### config.mk
export PLATFORM = sky130hd
export DESIGN_NAME = cht_queue
export DESIGN_NICKNAME = d
export VERILOG_FILES = /design/src/rtl/cht_pkg.sv /design/src/rtl/cht_queue.sv
export SDC_FILE = /design/constraint.sdc
export NUM_CORES = 1
export LEC_CHECK = 0
export ABC_AREA = 1
export BUFFER_PORTS_ARGS = -buffer_cell sky130_fd_sc_hd__buf_2
export CAP_MARGIN = 20
export CORE_AREA = 5 5 304 306
export DETAILED_ROUTE_END_ITERATION = 7
export DIE_AREA = 0 0 309 311
export PLACE_DENSITY = 0.66
export SYNTH_ARGS = -nofsm -noshare
export SYNTH_HDL_FRONTEND = slang
export SYNTH_SLANG_ARGS = --single-unit
### constraint.sdc
create_clock -name clock -period 33.1 [get_ports clock]
set_input_delay 9.93 -clock clock [delete_from_list [all_inputs] [get_ports clock]]
set_output_delay 9.93 -clock clock [all_outputs]
set_load 0.03 [all_outputs]
### src/rtl/cht_pkg.sv
package cht_pkg;

   localparam int FRAC_BITS   = 16;
   localparam int MAX_SAMPLES = 64;
   localparam int DEN_W       = $clog2(MAX_SAMPLES);
   localparam int SPS_W       = 7;
   localparam logic [SPS_W-1:0] SPS_RESET = 7'd16;

   typedef logic signed [31:0] coord_type;

   typedef struct packed {
      coord_type x;
      coord_type y;
      coord_type z;
   } vec_type;

   typedef struct packed {
      vec_type          p0;
      vec_type          p1;
      vec_type          m0;
      vec_type          m1;
      logic [DEN_W-1:0] den;
   } seg_type;

endpackage

### src/rtl/cht_queue.sv
module cht_queue (
   input  logic             clock,
   input  logic             reset,
   input  logic             push,
   input  cht_pkg::seg_type push_seg,
   output logic             full,
   input  logic             pop,
   output logic             head_valid,
   output cht_pkg::seg_type head_seg
);

   cht_pkg::seg_type mem [2];
   logic             wr_ptr_ff, wr_ptr_in;
   logic             rd_ptr_ff, rd_ptr_in;
   logic [1:0]       count_ff, count_in;

   assign full       = (count_ff == 2'd2);
   assign head_valid = (count_ff != 2'd0);
   assign head_seg   = mem[rd_ptr_ff];

   always_comb begin
      wr_ptr_in = push ? !wr_ptr_ff : wr_ptr_ff;
      rd_ptr_in = pop ? !rd_ptr_ff : rd_ptr_ff;
      count_in  = count_ff + {1'b0, push} - {1'b0, pop};
   end

   always_ff @(posedge clock) begin
      if (reset) begin
         wr_ptr_ff <= 1'b0;
         rd_ptr_ff <= 1'b0;
         count_ff  <= 2'd0;
      end else begin
         wr_ptr_ff <= wr_ptr_in;
         rd_ptr_ff <= rd_ptr_in;
         count_ff  <= count_in;
      end
   end

   always_ff @(posedge clock) begin
      if (push) begin
         mem[wr_ptr_ff] <= push_seg;
      end
   end

endmodule

=== Yosys cells after proc, flatten, opt, wreduce, memory -nomap -nowiden ===
Memories as Yosys holds them, arrays and structs flattened. A register that Yosys moved wholly into a read port is not among the register bits.
Index checks and enable logic that the tools add are counted.

* Mux-type cells: 4
* Equal/unequal tests: 1
* $add $sub $neg: 2
* Reduce and logical (&&, ||, !) cells: 3

{| class="wikitable"
|+ Operators with widths
! kind !! count
|-
| two-way mux 1 bit || 4
|-
| adder 2 x 1 -> 2 bit || 1
|-
| equality test 2 bit (second input constant) || 1
|-
| zero test 1 bit || 2
|-
| nonzero test 2 bit || 1
|-
| subtractor 2 x 1 -> 2 bit || 1
|}

* Memories: 1
* Memory bits (writable): 780
* Register bits after elaboration: 4

{| class="wikitable"
|+ Memories
! name !! depth !! bits a word !! read ports !! clocked after memory_dff !! write ports !! line !! source
|-
| mem || 2 || 390 || 1 || 1 || 1 || cht_queue.sv:12 || <nowiki>cht_pkg::seg_type mem [2];</nowiki>
|}

=== Longest topological paths before layout ===
* Depth after elaboration: 3
* Depth in mapped cells: 7

=== Worst setup path before layout ===
No wires, ideal clock.

* Path type: input port to flip-flop
* Start: input port push
* End: memory mem[0][0] (netlist bit) (enable)
* Slack: 5.685 ns
* Required time: 31.938 ns
* Stages: 2
* Path buffers: 0
* Setup time: 1.162 ns
* Arrival: 26.254 ns
* Cells stage by stage: inv_1 > nor2_1

* Longest elaborated chain between the ends: 2

{| class="wikitable"
|+ RTL lines
! element !! line !! source
|-
| from (decl) || cht_queue.sv:4 || <nowiki>input logic push,</nowiki>
|-
| two-way mux 1 bit || cht_queue.sv:40 || <nowiki>if (push) begin</nowiki>
|-
| two-way mux 1 bit (implied by the code) || cht_queue.sv:41 || <nowiki>mem[wr_ptr_ff] <= push_seg;</nowiki>
|-
| to (decl) || cht_queue.sv:12 ||
|}

No other way between the ends.

==> reports/results.ini <==
[outcome]
outcome = complete, no violations

[clock_tree]
cts_post_setup_buffers_inserted = 0
cts_buffers = 79
cts_tree = built
hold_buffers = 0
clk-insertion-delay-late_ns = 0.62
clk_pin_slew_ns = 0.06
cts_htree_levels = 3
ctsResizeCount = 0
clock_path_buffers = 3
clock_sinks = 785
root_buffer = clkbuf_16

[power_and_ir_drop]
internal-power_mw = 1.73
swShare = 0.247
p_seq_frac = 0.508
pwr-share-clk = 0.356
powerDensity_nw_per_um2 = 63.2
ir_worst_vdd_mv = 0.0443
switching_power_mw = 0.567
p_comb_frac = 0.135
power_leakage_nw = 13.6
p_total_mw = 2.30

[synthesis]
synth-seq-area-share = 0.820
yosysMostFrequentCell = edfxtp_1
yosys.area.top_type_share = 0.816
synth_area_um2 = 28700
ys_seq_elements = 785
synth_edf_count = 780
synth_flop_cell = edfxtp_1
synthDistinctLibCells = 14
synthTopCellsByCount = edfxtp_1 (780), mux2_2 (290), mux2_4 (100), buf_2 (32), buf_6 (11)
async_flop_share = 0
synth_warnings = 0
yosys.area.top_type = edfxtp_1
postSynthAreaPerCell_um2 = 23.1
syn_nets = 1640
synthTopCellsByArea = edfxtp_1 (82%), mux2_2 (11%), mux2_4 (5.2%), buf_2 (0.56%), buf_6 (0.43%)
synthCells = 1244

[critical_path]
r2r_start = wr_ptr_ff$_SDFFE_PP0P_
worst_setup_path_end_kind = output pin
r2r_end = mem[0][275]$_DFFE_PP_
crit_type = register to output pin
r2r_slack_ns = 29.34
required_ns = 23.17
arrival_ns = 4.21
cp_max_fo = 144
cp-start-kind = register
reg2reg_depth = 4

[routing]
post_drt_via_cell_ratio = 4.42
vias = 14700
drc = 0
dr.pass1.iters = 4
ant_nets = 0
routedWlPerCell_um = 20.2
wirelength_um = 67200
drt_iter0_markers = 871

[floorplanning]
rows = 110
die_width_um = 309
initial_core_util = 0.321
pin_count = 786
die_area_um2 = 96100
chipHeight_um = 311
core-area_um2 = 89300

[finish]
multi_input_area_um2 = 4870
nets = 2477
utilization = 0.407
post-route-cell-area_um2 = 36400
stdcell_count = 3334
areaGrowthSynthToFinish_pct = 26.7
ff_latch_area_um2 = 23500
drive_gt1_frac = 0.604
num-fill-cells = 7983

[sta]
slew_headroom = 0.250
tns_ns = 0
period_share = 0.427
worst_slew_pin_slew_ns = 1.12
hold_slack_ns = 0.528
fin_worst_skew_ns = 0.0162
hold_violations = 0
period_needed_ns = 14.14
rsz0062_at_grt = false
finalWorstSetupSlack_ns = 18.96
fmax_mhz = 70.7
setup_viol = 0
report.final.slew_viol_count = 0

[global_route]
grt_first_pass_wirelength_um = 97500
grt_usage = 0.133
grt_max_degree = 145
grt_pass1_vias = 16000
antenna_found_initial = 34
grt-ovfl-total = 0

[worst_hold_path]
hold_depth = 2
hold_path_class = register to register
min_from = rd_ptr_ff$_SDFFE_PP0P_

[placement]
dpl_worst_slack_ns = 19.58
numPortBuffers = 785
dpl.hpwl_um = 48600
dp.cells = 3176
placed_cell_area_um2 = 34000
place_congestion = 0.822

[flow_run]
cap_violations = 0

[worst max-delay path by stage]
stage | from | end | slack (ns)
finish | register | head_seg[272] | 18.96
global route | register | head_seg[146] | 18.74
CTS | register | head_seg[179] | 18.94
detailed placement | push | mem[0][120]$_DFFE_PP_ | 19.58
global placement | push | mem[0][128]$_DFFE_PP_ | 19.71
floorplan | push | mem[0][0]$_DFFE_PP_ | 5.68
[layout make-up]
type	count	share of cell area
clock inverters	37	0.00750
multi-input cells	408	0.134
well taps	1176	0.0405
diodes	19	0.00131
clock buffers	102	0.0573
repair buffers	799	0.111
flip-flops and latches	785	0.647
inverters	8	0.00103
[flip-flops by register name, indices dropped and copies added, names as in the netlist, named ones only]
name / flops
mem: 780
rd_ptr_ff: 1
wr_ptr_ff: 1
count_ff: 2
[routing by layer]
layer	GRT usage	vias to the layer above	part of all wire
li1	-	6666	-
met1	0.143	7272	0.36
met2	0.233	664	0.51
met3	0.0535	120	0.11
met4	0.0524	12	0.024
met5	0	-	0.0013
[cell families after synthesis]
group / count (synthesis) / synth area share
compound gates: 1 / 0.000174
xor+xnor: 1 / 0.000305
fa+ha+maj: 2 / 0.000872
buf+inv: 51 / 0.0109
flops: 785 / 0.820
mux: 390 / 0.166
simple gates: 14 / 0.00192
[worst max-delay path, stage by stage, from the launching register on]
cell and delay, ns:
dfxtp_4 0.96, buf_12 0.54, buf_4 0.93, mux2_2 0.43
buf_2 0.18
[placed cells by master (no fill, tap or decap)]
| master | count |
|---|---|
| a21oi_1 | 1 |
| buf_12 | 1 |
| buf_2 | 785 |
| buf_4 | 13 |
| bufinv_16 | 3 |
| clkbuf_1 | 22 |
| clkbuf_16 | 80 |
| clkinv_1 | 16 |
| clkinv_2 | 11 |
| clkinv_4 | 1 |
| clkinv_8 | 1 |
| clkinvlp_4 | 1 |
| dfxtp_1 | 4 |
| dfxtp_4 | 1 |
| diode_2 | 19 |
| edfxtp_1 | 780 |
| ha_1 | 2 |
| inv_1 | 7 |
| inv_6 | 4 |
| inv_8 | 1 |
| mux2_2 | 290 |
| mux2_4 | 100 |
| nand2_1 | 5 |
| nand3_1 | 1 |
| nor2_1 | 6 |
| nor2_4 | 1 |
| nor3_1 | 1 |
| xnor2_1 | 1 |
[power groups by stage]
stage,Clock (mW),Combinational (mW),Sequential [mW]
after floorplan,0,0.214,1.21
after global placement,0,0.310,1.19
after detailed placement,0,0.315,1.19
after CTS,0.843,0.316,1.17
after global routing,0.887,0.329,1.17
final,0.819,0.311,1.17
No activity file was read; power rests on OpenSTA's default activity.
