**src/rtl/cht_pkg.sv**
```systemverilog
package cht_pkg;

   localparam int FRAC_BITS   = 16;
   localparam int MAX_SAMPLES = 64;
   localparam int DEN_W       = $clog2(MAX_SAMPLES);
   localparam int SPS_W       = 7;
   localparam logic [SPS_W-1:0] SPS_RESET = 7'd16;

   typedef logic signed [31:0] coord_type;

   typedef struct packed {
      coord_type x;
      coord_type y;
      coord_type z;
   } vec_type;

   typedef struct packed {
      vec_type          p0;
      vec_type          p1;
      vec_type          m0;
      vec_type          m1;
      logic [DEN_W-1:0] den;
   } seg_type;

endpackage

```
**src/rtl/cht_front.sv**
```systemverilog
module cht_front (
   input  logic                      clock,
   input  logic                      reset,
   input  logic                      req_valid,
   output logic                      req_stall,
   input  cht_pkg::coord_type        req_ctrl_x,
   input  cht_pkg::coord_type        req_ctrl_y,
   input  cht_pkg::coord_type        req_ctrl_z,
   input  logic                      csr_wr_en,
   input  logic [cht_pkg::SPS_W-1:0] csr_wr_data,
   input  logic                      q_full,
   output logic                      q_push,
   output cht_pkg::seg_type          q_seg
);

   logic [1:0]                slot_ff, slot_in;
   logic [cht_pkg::SPS_W-1:0] sps_ff, sps_in;
   cht_pkg::vec_type          p0_ff, p1_ff, m0_ff;
   cht_pkg::vec_type          cur;
   logic                      accept;
   logic [cht_pkg::SPS_W-1:0] n_clamped;

   assign cur       = '{x: req_ctrl_x, y: req_ctrl_y, z: req_ctrl_z};
   assign req_stall = (slot_ff == 2'd3) && q_full;
   assign accept    = req_valid && !req_stall;
   assign q_push    = accept && (slot_ff == 2'd3);

   always_comb begin
      if (sps_ff < 7'd2) begin
         n_clamped = 7'd2;
      end else if (sps_ff > 7'(cht_pkg::MAX_SAMPLES)) begin
         n_clamped = 7'(cht_pkg::MAX_SAMPLES);
      end else begin
         n_clamped = sps_ff;
      end
   end

   always_comb begin
      q_seg.p0  = p0_ff;
      q_seg.p1  = p1_ff;
      q_seg.m0  = m0_ff;
      q_seg.m1  = cur;
      q_seg.den = cht_pkg::DEN_W'(n_clamped - 7'd1);
   end

   assign slot_in = accept ? slot_ff + 2'd1 : slot_ff;
   assign sps_in  = csr_wr_en ? csr_wr_data : sps_ff;

   always_ff @(posedge clock) begin
      if (reset) begin
         slot_ff <= 2'd0;
         sps_ff  <= cht_pkg::SPS_RESET;
      end else begin
         slot_ff <= slot_in;
         sps_ff  <= sps_in;
      end
   end

   always_ff @(posedge clock) begin
      if (accept) begin
         case (slot_ff)
            2'd0: p0_ff <= cur;
            2'd1: p1_ff <= cur;
            2'd2: m0_ff <= cur;
            default: ;
         endcase
      end
   end

endmodule

```
**config.mk**
```make
export PLATFORM = sky130hd
export DESIGN_NAME = cht_front
export DESIGN_NICKNAME = d
export VERILOG_FILES = /design/src/rtl/cht_pkg.sv /design/src/rtl/cht_front.sv
export SDC_FILE = /design/constraint.sdc
export NUM_CORES = 1
export LEC_CHECK = 0
export BUFFER_PORTS_ARGS = -buffer_cell sky130_fd_sc_hd__buf_4
export CAP_MARGIN = 20
export CORE_AREA = 2 2 192 194
export DETAILED_ROUTE_END_ITERATION = 8
export DIE_AREA = 0 0 194 196
export PLACE_DENSITY = 0.64
export SYNTH_ARGS = -nofsm -noshare
export SYNTH_HDL_FRONTEND = slang
export SYNTH_SLANG_ARGS = --single-unit
```
**constraint.sdc**
```tcl
create_clock -name clock -period 3.2 [get_ports clock]
set_input_delay 0.16 -clock clock [delete_from_list [all_inputs] [get_ports clock]]
set_output_delay 0.16 -clock clock [all_outputs]
set_load 0.02 [all_outputs]
```
; ---- Word level (Yosys, flattened, before mapping)
; Index checks and enable logic that the tools add are counted.
[op_classes]
mux = 2
n_eq_ne = 3
magnitude_cmp = 2
n_addsub = 2
reduce_logical = 8
[ops]
columns = operator, count
row1 = $mux 6, 2
row2 = $gt 7x7->1 const B, 1
row3 = $lt 7x2->1 const B, 1
row4 = $reduce_and 2->1, 3
row5 = $sub 6x1->6 const B, 1
row6 = $eq 2x2->1 const B, 2
row7 = $logic_and 1x1->1, 3
row8 = $add 2x1->2 const B, 1
row9 = $eq 2x1->1 const B, 1
row10 = $logic_not 2->1, 1
row11 = $logic_not 1->1, 1
[word_totals]
output_inout_bits = 392
regBits = 297
word_cells = 28

; ---- Logic depth before layout (Yosys ltp)
[logic_depth]
depth_word = 5
ltp_mapped = 6
depth_no_buf = 5

; ---- Worst setup path after synthesis
; No wires, ideal clock.
[synth_timing]
path_type = reg-to-reg
from = register slot_ff[0]
to = register m0_ff, in the netlist q_seg[102] (enable)
required_time_ps = 2734
arrival_time_ps = 3108
setup_ps = 466
stages_incl_launch_ff = 4
setup_slack_ps = -374
cell_sequence = dfxtp_1 ha_1 a21boi_1 and2_1
[synth_via]
elab_chain_cells = 5
[synth_rtl]
columns = item, line
row1 = from (decl), cht_front.sv:16  ; logic [1:0] slot_ff, slot_in;
row2 = from (signal assigned), cht_front.sv:54  ; slot_ff <= slot_in;
row3 = $eq 2x2->1, cht_front.sv:24  ; assign req_stall = (slot_ff == 2'd3) && q_full;
row4 = $logic_and 1x1->1, cht_front.sv:24
row5 = $logic_not 1->1, cht_front.sv:25  ; assign accept = req_valid && !req_stall;
row6 = $logic_and 1x1->1, cht_front.sv:25
row7 = $reduce_and 2->1 (no line) (*), n/a
row8 = to (signal assigned), cht_front.sv:64  ; 2'd2: m0_ff <= cur;
row9 = to (decl), cht_front.sv:18  ; cht_pkg::vec_type p0_ff, p1_ff, m0_ff;
; Every way passes the cells marked *; elsewhere a longest branch is shown, timed or not.
; A chain may end at the register's enable or synchronous reset.

==> metrics.txt <==
WP data required approximately 3000 ps; Setup crit start kind flop; CP cell instances or4_1 > o21ai_0 > ha_1 > or4b_1 > o311ai_0 > buf_4; commonest cells in the netlist edfxtp_1, buf_4, nor2_1, dfxtp_1, mux2i_1; CP Max Fanout 7; Power, Total about 9.2 mW; total CTS buffers 30; Root Buffer clkbuf_16; Post-synth ARST share 0%; vias 5944; Area after DPL roughly 14000 um^2; Post-Place Cells 1322; largest net degree at the start of global routing slightly below 100; routability cong. 0.7635; final hold violations 0; Setup Skew 7.090 ps; Final nets around 1100; number of library cell types mapped by synthesis 28; Hold Crit Class input pin to flop; crit path kind flop to output port; final slew viol count 0; H-tree lvl count 1; fmax 338.2 MHz; hpwl dp 16640 um; Clk pin slew, worst setup/hold paths about 60 ps; Final Non-Filler Cells 1491; Clock power frac 37.6%; Post-synth top flop edfxtp_1; status finished, final reports clean; Via density approximately 4; cell with the most instances after synthesis edfxtp_1; Synth warnings 0; DRT antenna net count 0; VDD IR max 0.4026 mV; Final Cycle Share between 90% and 100%; # DRC 0; Worst setup endpoint q_seg[4]; TritonCTS Sinks roughly 300; master of the slowest instance on the critical path or4_1; fraction of layout cells with a size suffix above 1 53.91%; post-route cell area 15740 um^2; Worst-Skew Late Latency 550 ps; Worst Tran Pin Value ~630 ps; M2 GR Usage 23.11%; post-synthesis sequential area ratio 88.79%; top cell type by total area after synthesis edfxtp_1; Max Cap Violations 0; die area about 38000 um^2; number of core rows 70; total core area 36080 um^2; sequential share of power between 40% and 50%; CTS max path bufs 3; Post-Route WL 25820 um; first-pass GRT wire length 36450 um; register bit total from synthesis 297; number of global-route vias before repair ~6000; R2R cell count 4; GRT Total Usage 12.53%; Syn Area/Cell 22.05 um^2; top area cells in the synthesized netlist edfxtp_1, buf_4, dfxtp_1; CP max stage delay between 500 and 600 ps; setup TNS 0 ps; Sw Share 23.09%; cell area after synthesis ~9900 um^2; first drt pass iteration count 4; Tmin final 2957 ps; met1 usage 13.78%; Worst slew margin 58.19%; I/O Buffers 499; count of flip-flops with a built-in enable after synthesis 288; Area Growth Syn to Fin 58.29%; CP endpoint kind output port; RSZ-0062 raised after global routing false; Synth Instances 451; DR iter-0 viols 189; GR peak layer met2; CTS resizes 0; RR Endpoint q_seg[246]; met3 usage 3.387%; Synth top area share 86.98%; syn nets 564; die height 196 um; Data arrival, critical path 2800 ps; Leak Pwr 6.303 nW; GR Overflow Total 0; Pint 7.095 mW; Critical R2R Launch slot_ff[0]; CTS tree built; final setup vio count 0; worst setup path start sps_ff[2]; PD cells 586.1 nW/um^2; R2R setup slack between 1000 and 1500 ps; DR WL/cell 17.32 um; antenna violations before repair 0; Initial Util between 20% and 30%; Comb power frac between 10% and 20%; Die X 194 um; I/O pin cnt 500; Sw Pwr roughly 2.1 mW; Final Util roughly 44%
power groups by stage:
stage	sequential, mW	clock, mW	combinational, mW
final	4.57	3.47	1.18
after floorplan	4.88	0	0.306
after global routing	4.59	3.72	1.24
after detailed placement	4.65	0	1.08
after CTS	4.57	3.56	1.19
after global placement	4.65	0	1.07
registers in the layout, indices dropped and copies added, names as in the netlist:
signal   cells
q_seg      288
slot_ff      2
sps_ff       7
per-layer routing:
layer	up-vias	share of wire [%]
li1	2710	-
met1	2883	37
met2	302	53
met3	49	7.3
met4	0	2.8
met5	-	0
area by class of cell:
cell class              count  area [um^2]
diodes                      1        2.502
clock buffers              34        787.0
clock inverters            20        198.9
fillers                  3130        20350
inverters                   6        22.52
multi-input cells          49        366.6
flip-flops and latches    297         8828
well taps                 468        585.6
repair buffers            616         4947
how the worst min path moves through the flow:
stage | to | slack, ps | start | cells past startpoint
4_1_cts | slot_ff[1] | 10 | q_full | 3
3_3_place_gp | q_seg[175] | 360 | req_ctrl_x[9] | 1
2_1_floorplan | q_seg[102] | 260 | req_ctrl_z[0] | 0
6_report | slot_ff[1] | 40 | q_full | 3
3_5_place_dp | q_seg[331] | 370 | req_ctrl_y[5] | 1
5_1_grt | slot_ff[1] | 30 | q_full | 3
through the flow:
step,worst slack [ps],hold slack [ps]
after CTS,209.9,10.96
after floorplan,613.8,258.9
final,243.1,37.38
after detailed placement,837.3,365.3
after global routing,92.70,30.77
after global placement,885.2,364.1
cells in the final DEF (no fill, tap or decap), drive strengths merged, types with 2 or more instances in the layout:
master,netlist,final
ha,5,5
dlygate4sd3,0,114
nand2,2,2
nand2b,2,2
clkinv,0,13
bufinv,0,4
dfxtp,9,9
nor2b,2,2
nor2,11,11
inv,6,7
and2,5,5
mux2i,7,7
clkbuf,2,34
clkinvlp,0,2
edfxtp,288,288
buf,97,502
what timing repair did:
item,4_1_cts,5_1_grt
buffers inserted,0,0
endpoints found under the hold margin,297,0
hold buffers,114,0
logic make-up (layout without fill, tap and decap cells):
| logic type | count (synthesis) | in the layout | share of synthesized area, % |
|---|---|---|---|
| flops | 297 | 297 | 88.79 |
| buf+inv | 105 | 676 | 7.600 |
| simple gates | 27 | 27 | 1.447 |
| xor+xnor | 1 | 1 | 0.08810 |
| compound gates | 8 | 8 | 0.6293 |
| mux | 8 | 8 | 0.8179 |
| other cells | 0 | 1 | 0 |
| fa+ha+maj | 5 | 5 | 0.6292 |
worst max-delay path, delay by kind of cell, from the launching register on:
family	cells	cell delay [ps]
compound gates	2	400
flops	1	360
fa+ha+maj	1	280
buf+inv	1	220
simple gates	2	990
No activity file was read; power rests on OpenSTA's default activity.
