===== src/rtl/cht_pkg.sv =====
package cht_pkg;

   localparam int FRAC_BITS   = 16;
   localparam int MAX_SAMPLES = 64;
   localparam int DEN_W       = $clog2(MAX_SAMPLES);
   localparam int SPS_W       = 7;
   localparam logic [SPS_W-1:0] SPS_RESET = 7'd16;

   typedef logic signed [31:0] coord_type;

   typedef struct packed {
      coord_type x;
      coord_type y;
      coord_type z;
   } vec_type;

   typedef struct packed {
      vec_type          p0;
      vec_type          p1;
      vec_type          m0;
      vec_type          m1;
      logic [DEN_W-1:0] den;
   } seg_type;

endpackage


===== src/rtl/cht_back.sv =====
module cht_back (
   input  logic                      clock,
   input  logic                      reset,
   input  logic                      q_valid,
   input  cht_pkg::seg_type          q_seg,
   output logic                      q_pop,
   output logic                      rsp_valid,
   input  logic                      rsp_stall,
   output cht_pkg::coord_type        rsp_pos_x,
   output cht_pkg::coord_type        rsp_pos_y,
   output cht_pkg::coord_type        rsp_pos_z,
   output logic [cht_pkg::DEN_W-1:0] rsp_sample_index,
   output logic                      rsp_last_sample
);

   localparam int F  = cht_pkg::FRAC_BITS;
   localparam int DW = cht_pkg::DEN_W;
   localparam int TW = F + 1;
   localparam int QB = F + 2;
   localparam int SW = $clog2(QB);
   localparam int RW = DW + 2;
   localparam int HW = F + 4;
   localparam int PW = HW + 32;
   localparam int AW = PW + 4;
   localparam logic signed [AW-1:0] SAT_HI = AW'(64'sd2147483647);
   localparam logic signed [AW-1:0] SAT_LO = AW'(-64'sd2147483648);

   typedef enum logic [6:0] {
      S_IDLE = 7'b0000001,
      S_DIV  = 7'b0000010,
      S_T2   = 7'b0000100,
      S_T3   = 7'b0001000,
      S_WGT  = 7'b0010000,
      S_MAC  = 7'b0100000,
      S_EMIT = 7'b1000000
   } state_type;

   state_type              state_ff, state_in;
   logic [SW-1:0]          step_ff, step_in;
   logic [RW-1:0]          rem_ff, rem_in;
   logic [QB-1:0]          quo_ff, quo_in;
   logic [TW-1:0]          qs_ff, qs_in;
   logic [RW-1:0]          rs_ff, rs_in;
   logic [TW-1:0]          t_ff, t_in;
   logic [RW-1:0]          r_ff, r_in;
   logic [TW-1:0]          t2_ff, t2_in;
   logic [TW-1:0]          t3_ff, t3_in;
   logic signed [HW-1:0]   h_ff [4];
   logic signed [HW-1:0]   h_in [4];
   logic [1:0]             c_ff, c_in, k_ff, k_in;
   logic signed [AW-1:0]   acc_ff, acc_in;
   logic signed [AW-1:0]   cacc_ff [3];
   logic [DW-1:0]          i_ff, i_in;

   logic                   out_free, rsp_load;
   logic [RW-1:0]          dsor, rem_sh, r_sum;
   logic [2*TW-1:0]        sq;
   logic signed [HW-1:0]   ts, t2s, t3s;
   cht_pkg::vec_type       vsel;
   cht_pkg::coord_type     v;
   logic signed [PW-1:0]   prod;

   function automatic cht_pkg::coord_type round_sat(input logic signed [AW-1:0] a);
      logic signed [AW-1:0] s;
      s = (a + AW'(64'sd1 <<< (F - 1))) >>> F;
      if (s > SAT_HI) begin
         return SAT_HI[31:0];
      end else if (s < SAT_LO) begin
         return SAT_LO[31:0];
      end
      return s[31:0];
   endfunction

   assign out_free = !rsp_valid || !rsp_stall;
   assign rsp_load = (state_ff == S_EMIT) && out_free;
   assign q_pop    = rsp_load && (i_ff == q_seg.den);

   assign dsor   = {1'b0, q_seg.den, 1'b0};
   assign rem_sh = {rem_ff[RW-2:0], (step_ff == SW'(QB - 1))};
   assign r_sum  = r_ff + rs_ff;

   always_comb begin
      case (state_ff)
         S_T2:    sq = (2*TW)'(t_ff) * (2*TW)'(t_ff);
         default: sq = (2*TW)'(t2_ff) * (2*TW)'(t_ff);
      endcase
   end

   assign ts  = $signed(HW'(t_ff));
   assign t2s = $signed(HW'(t2_ff));
   assign t3s = $signed(HW'(t3_ff));

   always_comb begin
      case (k_ff)
         2'd0:    vsel = q_seg.p0;
         2'd1:    vsel = q_seg.p1;
         2'd2:    vsel = q_seg.m0;
         default: vsel = q_seg.m1;
      endcase
      case (c_ff)
         2'd0:    v = vsel.x;
         2'd1:    v = vsel.y;
         default: v = vsel.z;
      endcase
   end

   assign prod = h_ff[k_ff] * v;

   always_comb begin
      state_in = state_ff;
      step_in  = step_ff;
      rem_in   = rem_ff;
      quo_in   = quo_ff;
      qs_in    = qs_ff;
      rs_in    = rs_ff;
      t_in     = t_ff;
      r_in     = r_ff;
      t2_in    = t2_ff;
      t3_in    = t3_ff;
      h_in     = h_ff;
      c_in     = c_ff;
      k_in     = k_ff;
      acc_in   = acc_ff;
      i_in     = i_ff;
      case (state_ff)
         S_IDLE: begin
            if (q_valid) begin
               step_in  = SW'(QB - 1);
               rem_in   = '0;
               quo_in   = '0;
               state_in = S_DIV;
            end
         end
         S_DIV: begin
            rem_in = rem_sh;
            if (rem_sh >= dsor) begin
               rem_in          = rem_sh - dsor;
               quo_in[step_ff] = 1'b1;
            end
            step_in = step_ff - SW'(1);
            if (step_ff == '0) begin
               qs_in    = TW'(quo_in);
               rs_in    = rem_in;
               t_in     = '0;
               r_in     = RW'(q_seg.den);
               i_in     = '0;
               state_in = S_T2;
            end
         end
         S_T2: begin
            t2_in    = TW'((sq + (2*TW)'(1 << (F - 1))) >> F);
            state_in = S_T3;
         end
         S_T3: begin
            t3_in    = TW'((sq + (2*TW)'(1 << (F - 1))) >> F);
            state_in = S_WGT;
         end
         S_WGT: begin
            h_in[0]  = HW'(1 << F) - (t2s + t2s + t2s) + (t3s + t3s);
            h_in[1]  = (t2s + t2s + t2s) - (t3s + t3s);
            h_in[2]  = ts - (t2s + t2s) + t3s;
            h_in[3]  = t3s - t2s;
            c_in     = 2'd0;
            k_in     = 2'd0;
            state_in = S_MAC;
         end
         S_MAC: begin
            acc_in = ((k_ff == 2'd0) ? '0 : acc_ff) + {{(AW - PW){prod[PW-1]}}, prod};
            k_in   = k_ff + 2'd1;
            if (k_ff == 2'd3) begin
               c_in = c_ff + 2'd1;
               if (c_ff == 2'd2) begin
                  state_in = S_EMIT;
               end
            end
         end
         S_EMIT: begin
            if (out_free) begin
               i_in = i_ff + DW'(1);
               if (r_sum >= dsor) begin
                  r_in = r_sum - dsor;
                  t_in = t_ff + qs_ff + TW'(1);
               end else begin
                  r_in = r_sum;
                  t_in = t_ff + qs_ff;
               end
               state_in = (i_ff == q_seg.den) ? S_IDLE : S_T2;
            end
         end
         default: state_in = S_IDLE;
      endcase
   end

   always_ff @(posedge clock) begin
      if (reset) begin
         state_ff  <= S_IDLE;
         rsp_valid <= 1'b0;
      end else begin
         state_ff <= state_in;
         if (rsp_load) begin
            rsp_valid <= 1'b1;
         end else if (!rsp_stall) begin
            rsp_valid <= 1'b0;
         end
      end
   end

   always_ff @(posedge clock) begin
      step_ff <= step_in;
      rem_ff  <= rem_in;
      quo_ff  <= quo_in;
      qs_ff   <= qs_in;
      rs_ff   <= rs_in;
      t_ff    <= t_in;
      r_ff    <= r_in;
      t2_ff   <= t2_in;
      t3_ff   <= t3_in;
      h_ff    <= h_in;
      c_ff    <= c_in;
      k_ff    <= k_in;
      acc_ff  <= acc_in;
      i_ff    <= i_in;
      if ((state_ff == S_MAC) && (k_ff == 2'd3)) begin
         cacc_ff[c_ff] <= acc_in;
      end
      if (rsp_load) begin
         rsp_pos_x        <= round_sat(cacc_ff[0]);
         rsp_pos_y        <= round_sat(cacc_ff[1]);
         rsp_pos_z        <= round_sat(cacc_ff[2]);
         rsp_sample_index <= i_ff;
         rsp_last_sample  <= (i_ff == q_seg.den);
      end
   end

endmodule


===== config.mk =====
export PLATFORM = sky130hd
export DESIGN_NAME = cht_back
export DESIGN_NICKNAME = d
export VERILOG_FILES = /design/src/rtl/cht_pkg.sv /design/src/rtl/cht_back.sv
export SDC_FILE = /design/constraint.sdc
export NUM_CORES = 2
export LEC_CHECK = 0
export BUFFER_PORTS_ARGS = -buffer_cell sky130_fd_sc_hd__buf_4
export CORE_MARGIN = 2
export CORE_UTILIZATION = 44
export CTS_CLUSTER_DIAMETER = 30
export DETAILED_ROUTE_END_ITERATION = 16
export PLACE_DENSITY_LB_ADDON = 0.15
export REMOVE_ABC_BUFFERS = 1
export SYNTH_ARGS = -nofsm -noshare
export SYNTH_HDL_FRONTEND = slang
export SYNTH_SLANG_ARGS = --single-unit

===== constraint.sdc =====
create_clock -name clock -period 13.6 [get_ports clock]
set_input_delay 1.36 -clock clock [delete_from_list [all_inputs] [get_ports clock]]
set_output_delay 1.36 -clock clock [all_outputs]
set_load 0.1 [all_outputs]

=== Word-level counts from Yosys, hierarchy flattened ===
Memory sizes are Yosys's and may differ from the RTL's.
Cells that the tools add are included.

* Flip-flop bits (word level): 371
* Bits in writable memories: 168
* Input port bits: 394
* Memories: 1

* $add $sub $neg: 23
* $mul: 3
* Order comparisons: 11
* Equality and inequality tests: 21
* Multiplexer cells: 61
* Bitwise operators: 2
* Reductions and logical operators: 19

{| class="wikitable"
|+ Memories
! name !! depth !! width !! read ports !! clocked after memory_dff !! write ports !! RTL line !! RTL
|-
| cacc_ff || 3 || 56 || 3 || 0 || 1 || cht_back.sv:52 || <nowiki>logic signed [AW-1:0] cacc_ff [3];</nowiki>
|}

{| class="wikitable"
|+ Operators with widths
! cell !! count
|-
| 32-bit 2-to-1 mux || 9
|-
| 96-bit case mux with 3 select lines || 1
|-
| 56-bit by 17-bit adder with 56-bit output (second input constant) || 3
|-
| 40-bit by 32-bit greater-than comparator with 1-bit output (second input constant) || 3
|-
| 40-bit by 32-bit < comparator with 1-bit output (second input constant) || 3
|-
| 56-bit 2-to-1 mux || 2
|-
| 17-bit by 17-bit multiplier with 33-bit output || 2
|-
| 32-bit case mux with 2 select lines || 1
|-
| 56-bit adder || 1
|-
| 20-bit by 32-bit multiplier with 52-bit output || 1
|-
| 17-bit 2-to-1 mux || 3
|-
| 7-bit case mux with 7 select lines || 1
|-
| 7-bit 2-to-1 mux || 6
|-
| 20-bit binary-select mux with 2-bit select || 1
|-
| 20-bit 2-to-1 mux || 2
|-
| 17-bit by 17-bit adder with 18-bit output || 2
|-
| 18-bit 2-to-1 mux || 2
|-
| 18-bit case mux with 2 select lines || 1
|-
| 17-bit case mux with 2 select lines || 1
|-
| 33-bit by 16-bit adder with 33-bit output (second input constant) || 1
|-
| 33-bit 2-to-1 mux || 1
|-
| 8-bit 2-to-1 mux || 4
|-
| 19-bit by 18-bit adder with 20-bit output || 1
|-
| 20-bit by 18-bit adder with 20-bit output || 1
|-
| other kinds (51) || 87
|}

=== Longest topological paths before layout ===
* Depth after elaboration: 7
* Depth in mapped cells: 53
* Depth with buffers taken out: 48

=== Worst setup path after synthesis ===
Ideal clock, no wire load.

* Kind: flip-flop to flip-flop
* From: register k_ff[0]
* To: memory cacc_ff[0][55] (netlist name), data pin
* Library setup time: 0.184 ns
* Arrival time: 12.285 ns
* Required time: 13.416 ns
* Slack: 1.130 ns
* Cell stages (with the launch flop): 48
* Cell sequence: edfxtp_1 -> buf_1 -> clkbuf_1 -> inv_1 -> ha_1 -> clkbuf_1 -> clkbuf_1 -> clkbuf_1 -> buf_1 -> a222oi_1 -> nor2_1 -> o31ai_1 -> nor2_1 -> fa_1 -> inv_1 -> fa_1 -> fa_1 -> inv_1 -> (+12 left out) -> a21oi_1 -> a22o_1 -> a21oi_1 -> a31oi_1 -> o21ai_1 -> a311o_1 -> ha_1 -> and4_1 -> a221o_1 -> a31o_2 -> a221oi_1 -> o31a_2 -> a21oi_2 -> a221o_1 -> a21oi_2 -> xor2_1 -> a21oi_1 -> o22ai_1

* Word-level cells in the longest chain between the ends: 7
* Elaborated cells between the ends (all ways): 13
* Classes of those cells: 1 x add/sub; 1 x mul; 2 x eq/ne; 7 x mux; 1 x bitwise; 1 x reduce/logical

{| class="wikitable"
|+ Ends and longest elaborated chain
! item !! RTL line !! RTL
|-
| start: declaration || cht_back.sv:50 || <nowiki>logic [1:0] c_ff, c_in, k_ff, k_in;</nowiki>
|-
| start signal: assignment || cht_back.sv:220 || <nowiki>k_ff <= k_in;</nowiki>
|-
| parallel branches: the longest is 5 deep, another holds 20-bit by 32-bit multiplier with 52-bit output || - ||
|-
| 56-bit adder * || cht_back.sv:168 || <nowiki>acc_in = ((k_ff == 2'd0) ? '0 : acc_ff) + {{(AW - PW){prod[PW-1]}}, prod};</nowiki>
|-
| 56-bit 2-to-1 mux * || cht_back.sv:125 || <nowiki>case (state_ff)</nowiki>
|-
| net acc_in[55] || cht_back.sv:51 || <nowiki>logic signed [AW-1:0] acc_ff, acc_in;</nowiki>
|-
| end: declaration || cht_back.sv:52 ||
|}

Mark *: on every way through the listed nets, which the timed path passes. The select of a mux whose other input is x is not followed.

=== Final worst setup path ===
* From: register c_ff[0]
* To: memory cacc_ff[0][55] (netlist name), data pin

* Word-level cells in the longest chain between the ends: 5
* Elaborated cells between the ends (all ways): 6
* Classes of those cells: 1 x add/sub; 1 x mul; 1 x eq/ne; 2 x mux; 1 x reduce/logical

{| class="wikitable"
|+ Ends and longest elaborated chain
! item !! RTL line !! RTL
|-
| start: declaration || cht_back.sv:50 ||
|-
| start signal: assignment || cht_back.sv:219 || <nowiki>c_ff <= c_in;</nowiki>
|-
| 2-bit by 1-bit equality test with 1-bit output or 2-bit zero test (tied branches) || cht_back.sv:100 || <nowiki>case (c_ff)</nowiki>
|-
| 32-bit case mux with 2 select lines * || cht_back.sv:100 ||
|-
| 20-bit by 32-bit multiplier with 52-bit output * || cht_back.sv:107 || <nowiki>assign prod = h_ff[k_ff] * v;</nowiki>
|-
| 56-bit adder * || cht_back.sv:168 ||
|-
| 56-bit 2-to-1 mux * || cht_back.sv:125 ||
|-
| net acc_in[55] || cht_back.sv:51 ||
|}

Mark *: on every way through the listed nets, which the timed path passes. The rest lies on a longest branch.

==> results.sh <==
export IMPL_syn_inst=7589
export IMPL_worstSetupPathType="reg2reg"
export IMPL_peakVddDrop_mv=0.4124
export IMPL_holdBufCountCts=0
export IMPL_cpMostUsedCell="fa_1"
export IMPL_io_buffers=498
export IMPL_fin_cells=10260
export IMPL_switching_power_mw=9.340
export IMPL_numClockSinks=490
export IMPL_antenna_found_initial=9
export IMPL_critPathCaptureType="register"
export IMPL_ant_nets=0
export IMPL_cts_tree="yes"
export IMPL_synth_top_cell_area_share_pct=29.94
export IMPL_fill_cells=15080
export IMPL_gp_congestion=1.038
export IMPL_p_seq_share_pct=9.4
export IMPL_grtUsageTotal_pct=28.32
export IMPL_die_w_um=404.6
export IMPL_layout_min_cycle_time_ps=12820
export IMPL_yosysWarnings=0
export IMPL_grt_setup_unrepaired="false"
export IMPL_die_h_um=404.6
export IMPL_grt_first_pass_wirelength_um=350700
export IMPL_arrival_ps=13400
export IMPL_p_comb_share_pct=75.3
export IMPL_ios=499
export IMPL_finalHoldViolCount=0
export IMPL_ys_async_sr_fraction_pct=0
export IMPL_netlist_top_cells_count="inv_1, fa_1, nand2_1"
export IMPL_finalCritPeriodShare_pct=94.26
export IMPL_grt_max_degree=82
export IMPL_p_int_mw=9.592
export IMPL_sw_frac_of_total_pct=49.33
export IMPL_num_rows=147
export IMPL_yosys_register_bits=490
export IMPL_htreeDepth=3
export IMPL_overflow=0
export IMPL_yosys_cell_count_top_type="inv_1"
export IMPL_area_growth_pct=15.49
export IMPL_wirelength_um=227300
export IMPL_drive_gt1_share_pct=11.98
export IMPL_critPathMaxFanout=34
export IMPL_crit_path_top_delay_cell="nor2_2"
export IMPL_avgViaCountPerCell=5.376
export IMPL_hp_class="reg2reg"
export IMPL_outcome="finished clean"
export IMPL_wl_per_cell_um=22.15
export IMPL_total_power_mw=18.93
export IMPL_initial_core_util_pct=44.13
export IMPL_start_kind="register"
export IMPL_cts_buffer_depth=3
export IMPL_grt_pass1_vias=58240
export IMPL_yosysSeqAreaShare_pct=20.14
export IMPL_die_area_um2=163700
export IMPL_p_per_area_nw_per_um2=232.2
export IMPL_finalMaxSlewViolations=0
export IMPL_insertion_delay_ps=800
export IMPL_timing_fmax_mhz=78.01
export IMPL_fin_util_pct=50.96
export IMPL_finClkSkew_ps=128.3
export IMPL_clockPowerShare_pct=15.3
export IMPL_synth_edff_count=441
export IMPL_path_clk_slew_ps=50
export IMPL_drt_iter0_drc=3867
export IMPL_critical_path_buf_inv_count=8
export IMPL_placed_cells=10030
export IMPL_syn_cell_area_um2=70610
export IMPL_vias=55170
export IMPL_finalSetupViolCount=0
export IMPL_crit_required_ps=14180
export IMPL_synth_top_area_cell="fa_1"
export IMPL_maxSlewHeadroom_pct=18.40
export IMPL_dp_hpwl_um=185000
export IMPL_nNetsFinal=10100
export IMPL_critPathMaxStageDelay_ps=870
export IMPL_core_um2=160000
export IMPL_max_cap_viol_count=0
export IMPL_synthTopCellsByArea="fa_1, edfxtp_1, ha_1"
export IMPL_drc_errors=0
export IMPL_yosys_most_used_dff="edfxtp_1"
export IMPL_cts_root_buffer="clkbuf_16"
export IMPL_syn_area_per_cell_um2=9.304
export IMPL_yosysUniqueCellTypes=101
export IMPL_power_leakage_nw=38.66
export IMPL_cts_buffers=119
export IMPL_detailedRoute_firstPassIterationCount=12
export IMPL_crit_family="compound AO/OA/AOI/OAI gates"
export IMPL_fin_tns_setup_ps=0
export IMPL_tightest_slew_ps=1224
[path summary, 6_finish.rpt]
check	startpoint	to	slack (ps)	cells after the start
min	acc_ff[53]	acc_ff[53]	510	2
max	c_ff[0]	cacc_ff[0][55]	780	45
min reg2reg	acc_ff[53]	acc_ff[53]	510	2
max reg2reg	c_ff[0]	cacc_ff[0][55]	780	45
[per-stage QoR]
step / cell area [µm²] / setup slack (ps) / hold slack, ps
floorplan: 69490 / -702.9 / 454.2
global placement: 77290 / 601.6 / 498.0
detailed placement: 77290 / 422.0 / 505.3
CTS: 81480 / 700.1 / 512.0
global route: 81540 / 20.35 / 538.4
finish: 81540 / 780.4 / 505.4
[final cells by class]
| cell class | count | area, µm² | share of cell area (%) |
|---|---|---|---|
| clock inverter | 98 | 1170 | 1.435 |
| timing repair buffer | 646 | 4932 | 6.049 |
| multi-input combinational | 5318 | 49970 | 61.28 |
| inverter | 1491 | 5597 | 6.863 |
| antenna | 5 | 12.51 | 0.01534 |
| clock buffer | 129 | 3025 | 3.710 |
| sequential | 490 | 14220 | 17.44 |
| tap | 2086 | 2610 | 3.201 |
[cell usage in the layout, fill, tap and decap left out, types with 62 or more instances in the layout]
cell type / n
buf_4: 640
o21ai_0: 185
nand2_1: 840
clkbuf_16: 119
edfxtp_1: 441
and2_1: 157
xnor2_1: 236
a21oi_1: 218
a222oi_1: 96
nor2b_1: 112
nor2_1: 585
xor2_1: 164
ha_1: 574
a21o_1: 109
inv_1: 1475
nor3_1: 62
o21ai_1: 82
fa_1: 1056
nand3_1: 130
[worst reg2reg max path: cells and delay by family (launching register included)]
family	cells	cell delay (ps)
xor+xnor	1	190
simple gates	5	1490
fa+ha+maj	10	4700
flops	1	370
compound gates	21	4970
buf+inv	8	960
[repair_timing]
item | 4_1_cts | 5_1_grt
endpoints found under the setup margin | 0 | 4
setup buffers | 0 | 1
gates resized for setup | 0 | 4
[registers in the layout, indices dropped and copies added (netlist names), named ones only]
signal            cells
cacc_ff             123
rsp_valid             1
rsp_pos_z            32
k_ff                  2
rsp_last_sample       1
quo_ff               17
c_ff                  2
rem_ff                7
state_ff              7
qs_ff                17
t3_ff                17
t2_ff                17
t_ff                 17
r_ff                  8
h_ff                 77
step_ff               5
i_ff                  6
rsp_sample_index      6
rs_ff                 8
acc_ff               41
rsp_pos_y            32
rsp_pos_x            32
[layer usage]
layer  GRT usage (%)  share of wire (%)  vias to the layer above
met2           48.62                 49                     1484
met5               0              0.012                        -
met1           36.65                 42                    27850
li1                -                  -                    25440
met3           4.176                5.3                      389
met4           9.243                3.3                        4
[kinds of logic after synthesis]
group	count (synthesis)	synth area share, %
AOI/OAI and AO/OA	1095	10.50
and+or+nand+nor	2140	13.83
adders and majority gates	1636	40.22
muxes	46	0.8382
DFF	490	20.14
xor gates and xnor gates	400	4.962
buffers and inverters	1782	9.507
[power groups by stage]
stage | Clock (mW) | Sequential [mW] | Combinational (mW)
2_1_floorplan | 0 | 1.81 | 10.8
3_3_place_gp | 0 | 1.81 | 14.1
3_5_place_dp | 0 | 1.81 | 14.2
4_1_cts | 2.94 | 1.78 | 14.3
5_1_grt | 3.02 | 1.78 | 16.1
6_report | 2.89 | 1.78 | 14.3
No activity file was read; power rests on OpenSTA's default activity.
